$ cat src/hw/rtl/dmxfm_pkg.sv
`default_nettype none
package dmxfm_pkg;

  localparam int SLOT_COUNT_DEF = 513;

  localparam int CMD_W    = 2;
  localparam int BYTE_W   = 8;
  localparam int IDX_W    = 10;
  localparam int CNT_W    = 11;   // byte count and frame length
  localparam int RATE_W   = 12;
  localparam int PCT_W    = 7;
  localparam int ERR_W    = 2;
  localparam int FRM_W    = 16;   // window frame counters
  localparam int WIN_W    = 4;
  localparam int NUM_W    = 23;   // errored frames * 100

  localparam int IN_DATA_W  = 24;
  localparam int OUT_DATA_W = 48;

  localparam logic [CNT_W-1:0]  BYTE_CNT_MAX = 11'd2047;
  localparam logic [RATE_W-1:0] RATE_MAX     = 12'd4095;
  localparam logic [FRM_W-1:0]  FRM_MAX      = 16'd65535;
  localparam logic [PCT_W-1:0]  PCT_MAX      = 7'd100;
  localparam logic [WIN_W-1:0]  WIN_RESET    = 4'd3;
  localparam logic [BYTE_W-1:0] START_RDM    = 8'd1;

  typedef enum logic [CMD_W-1:0] {
    CMD_BYTE  = 2'd0,
    CMD_BREAK = 2'd1,
    CMD_TICK  = 2'd2,
    CMD_READ  = 2'd3
  } cmd_t;

  typedef enum logic [ERR_W-1:0] {
    ERR_NONE   = 2'd0,
    ERR_LENGTH = 2'd1,
    ERR_RDM    = 2'd2,
    ERR_SYNTAX = 2'd3
  } err_t;

  // controller -> datapath
  typedef struct packed {
    logic capture;    // latch input transaction
    logic look;       // store read, divider launch point
    logic div_start;
    logic exec;       // apply the item's state update
    logic out_load;   // load the result register
  } dp_cmd_t;

  // datapath -> controller
  typedef struct packed {
    cmd_t cmd;
    logic need_div;
    logic div_done;
  } dp_sts_t;

endpackage
`default_nettype wire

$ cat src/hw/rtl/dmxfm_ctrl.sv
`default_nettype none
module dmxfm_ctrl (
  input  wire logic                clk,
  input  wire logic                rst_n,
  input  wire logic                in_valid,
  output logic                     in_ready,
  output logic                     out_valid,
  input  wire logic                out_ready,
  input  wire dmxfm_pkg::dp_sts_t  sts,
  output dmxfm_pkg::dp_cmd_t       ctl
);
  import dmxfm_pkg::*;

  typedef enum logic [2:0] {
    ST_IDLE,
    ST_LOOK,
    ST_DIV,
    ST_EXEC,
    ST_RESULT
  } state_t;

  state_t state_r, state_nxt;
  logic   out_valid_r, out_valid_nxt;

  always_comb begin
    state_nxt = state_r;
    ctl       = '0;
    in_ready  = (state_r == ST_IDLE);
    case (state_r)
      ST_IDLE: begin
        if (in_valid) begin
          ctl.capture = 1'b1;
          state_nxt   = ST_LOOK;
        end
      end
      ST_LOOK: begin
        ctl.look = 1'b1;
        if (sts.cmd == CMD_TICK && sts.need_div) begin
          ctl.div_start = 1'b1;
          state_nxt     = ST_DIV;
        end else begin
          state_nxt = ST_EXEC;
        end
      end
      ST_DIV: begin
        if (sts.div_done) state_nxt = ST_EXEC;
      end
      ST_EXEC: begin
        ctl.exec  = 1'b1;
        state_nxt = ST_RESULT;
      end
      ST_RESULT: begin
        if (!out_valid_r || out_ready) begin
          ctl.out_load = 1'b1;
          state_nxt    = ST_IDLE;
        end
      end
      default: state_nxt = ST_IDLE;
    endcase
    if (ctl.out_load)  out_valid_nxt = 1'b1;
    else if (out_ready) out_valid_nxt = 1'b0;
    else               out_valid_nxt = out_valid_r;
  end

  always_ff @(posedge clk) begin
    if (!rst_n) begin
      state_r     <= ST_IDLE;
      out_valid_r <= 1'b0;
    end else begin
      state_r     <= state_nxt;
      out_valid_r <= out_valid_nxt;
    end
  end

  assign out_valid = out_valid_r;

endmodule
`default_nettype wire

$ cat config.mk
export PLATFORM = sky130hd
export DESIGN_NAME = dmxfm_ctrl
export DESIGN_NICKNAME = d
export VERILOG_FILES = /design/src/hw/rtl/dmxfm_pkg.sv /design/src/hw/rtl/dmxfm_ctrl.sv
export SDC_FILE = /design/constraint.sdc
export NUM_CORES = 1
export LEC_CHECK = 0
export ABC_AREA = 1
export BUFFER_PORTS_ARGS = -buffer_cell sky130_fd_sc_hd__buf_2
export CAP_MARGIN = 0
export CORE_AREA = 2 2 39 41
export DETAILED_ROUTE_END_ITERATION = 12
export DIE_AREA = 0 0 41 43
export PLACE_DENSITY = 0.42
export SYNTH_ARGS = -nofsm -noshare
export SYNTH_HDL_FRONTEND = slang
export SYNTH_SLANG_ARGS = --single-unit
$ cat constraint.sdc
create_clock -name clk -period 1.9 [get_ports clk]
set_input_delay 0.285 -clock clk [delete_from_list [all_inputs] [get_ports clk]]
set_output_delay 0.285 -clock clk [all_outputs]
set_load 0.02 [all_outputs]
==> impl_metrics.py <==
metrics = {
    "outcome": {
        "outcome": "finished, final reports clean",
    },
    "clock_tree": {
        "cts_tree": "built",
        "htreeDepth": 1,
        "cts-root-buf": "clkbuf_4",
        "cts_sinks": 4,
        "post_cts_buffers": 0,
        "clockBufferDepth": 2,
        "clk_pin_slew_ns": 0.04,
        "cts.repair.resized": 0,
        "cts_buffers": 3,
        "clock_latency_ns": 0.23,
        "ctsHoldBuffers": 0,
    },
    "power": {
        "p_int_mw": 0.198,
        "p_sw_share_pct": 33.0,
        "clkPwrFrac_pct": 34.4,
        "leakagePower_nw": 0.204,
        "pwr-share-seq_pct": 34.8,
        "p_comb_share_pct": 30.8,
        "switchingPower_mw": 0.0971,
        "peakVddDrop_mv": 0.271,
        "power_density_nw_per_um2": 815,
        "p_total_mw": 0.295,
    },
    "drt": {
        "vias": 262,
        "drt-wirelength-per-cell_um": 6.63,
        "vias_per_cell": 3.74,
        "routed_wl_um": 464,
        "drcViolationCount": 0,
        "drt_iter0_markers": 2,
        "postRouteAntennaNets": 0,
        "first_pass_iters": 2,
    },
    "critical_path": {
        "crit_arrival_ns": 1.12,
        "crit_path_end_kind": "primary output",
        "cp_max_fo": 5,
        "worstSetupPathType": "reg -> out",
        "crit_required_ns": 1.62,
        "start_kind": "flip-flop",
    },
    "grt": {
        "grt-ovfl-total": 0,
        "grt_pass1_wl_um": 710,
        "antenna_found_initial": 0,
        "grt_pass1_vias": 217,
        "grt_max_degree": 7,
        "grt_usage_pct": 6.52,
    },
    "die": {
        "die_h_um": 43,
        "die_w_um": 41,
        "die_area_um2": 1760,
        "row_count": 14,
        "start_util_pct": 18.5,
        "ioPinCount": 15,
        "fp.coreArea_um2": 1380,
    },
    "worst_hold_path": {
        "holdCritPathClass": "in -> reg",
    },
    "finish": {
        "drive_gt1_share_pct": 48.1,
        "final_cells": 70,
        "fillers": 168,
        "syn2layout_area_growth_pct": 41.0,
        "final_common_cell": "buf_2",
        "layout_common_cells": "14 x buf_2, 9 x inv_1",
        "design_area_um2": 362,
        "nets": 64,
        "diodes": 0,
    },
    "placement": {
        "gp_congestion": 0.597,
        "hpwlAfterDp_um": 423,
        "post_dp_cell_area_um2": 339,
        "io_buffer_count": 14,
        "dp_cells": 67,
        "place_ws_ns": 0.730,
    },
    "synthesis": {
        "yosysWarnings": 0,
        "syn_area_um2": 256,
        "synth.distinct_cells": 12,
        "synthesis.instances": 38,
        "synth.avg_cell_area_um2": 6.75,
        "ys_ff_latch": 4,
        "syn_nets": 46,
        "seq_area_frac_synth_pct": 31.2,
    },
    "sta": {
        "finalSetupTns_ns": 0,
        "timing.final.ws_setup_ns": 0.497,
        "max_clock_freq_mhz": 713,
        "hold_viol": 0,
        "tightest_slew_ns": 0.204,
        "period_share_pct": 73.8,
        "rsz0062_at_grt": "no",
        "slew_violations": 0,
        "slew_headroom_pct": 86.4,
        "fin_worst_skew_ns": 0.00437,
        "finalSetupViolations": 0,
        "layout_min_cycle_time_ns": 1.40,
    },
    "flow_run": {
        "drv_cap": 0,
    },
}
[power groups by stage]
stage	Combinational (mW)	Sequential, mW	Clock, mW
4_1_cts	0.0926	0.103	0.107
3_3_place_gp	0.0933	0.104	0
6_report	0.0908	0.102	0.101
2_1_floorplan	0.0660	0.103	0
5_1_grt	0.102	0.104	0.115
3_5_place_dp	0.0925	0.104	0
[routing by layer]
metal  global-route usage [%]  wire length (um)  vias to the layer above
li1                         -                 -                      148
met5                        0                 0                        -
met3                     4.71                33                        0
met4                     6.00                 0                        0
met1                     4.81               167                      109
met2                     10.0               262                        5
[flip-flops by register name (all words and copies together), names as in the netlist]
name / count
out_valid: 1
state_r: 3
[cells by family after synthesis]
logic type             share of synthesized area, %
AO/OA/AOI/OAI                                  5.85
buffers and inverters                          17.6
flip-flops                                     31.2
AND/OR/NAND/NOR                                45.4
[path summary, 6_finish.rpt]
path              cells after the start                    start  slack (ns)                 endpoint
setup / recovery                      4  state_r[0]$_SDFFE_PN0P_        0.50                   ctl[4]
hold / removal                        3                    rst_n        0.34   out_valid$_SDFFE_PN0P_
setup reg to reg                      4  state_r[0]$_SDFFE_PN0P_        0.99  state_r[0]$_SDFFE_PN0P_
hold reg to reg                       2  state_r[1]$_SDFFE_PN0P_        0.54  state_r[1]$_SDFFE_PN0P_
[through the flow]
step           util, %  hold WS (ns)
2_1_floorplan        -         0.466
3_3_place_gp      24.5         0.544
3_5_place_dp      24.5         0.540
4_1_cts           26.1         0.335
5_1_grt           26.1         0.344
6_report          26.1         0.337
[synthesized netlist by cell type, drive strengths merged]
library cell	count	share of area (%)
a21oi	3	5.9
buf	1	2.9
dfxtp	4	31
inv	10	15
nand2	4	5.9
nand3	6	16
nor2	9	20
nor3	1	3.9
[final cells by class]
type / count / area [um^2] / share of cell area [%]
repair buffers: 14 / 70.1 / 19.4
flip-flops and latches: 4 / 80.1 / 22.1
clock buffers: 3 / 22.5 / 6.23
multi-input cells: 23 / 131 / 36.3
well taps: 16 / 20.0 / 5.54
inverters: 10 / 37.5 / 10.4
[critical path, stage by stage (launching register included)]
cell     delay, ns
dfxtp_1       0.33
nor2_2        0.21
nand2_1       0.10
nor2_1        0.08
buf_2         0.16
Note: power is estimated with default switching activity, not from simulation.
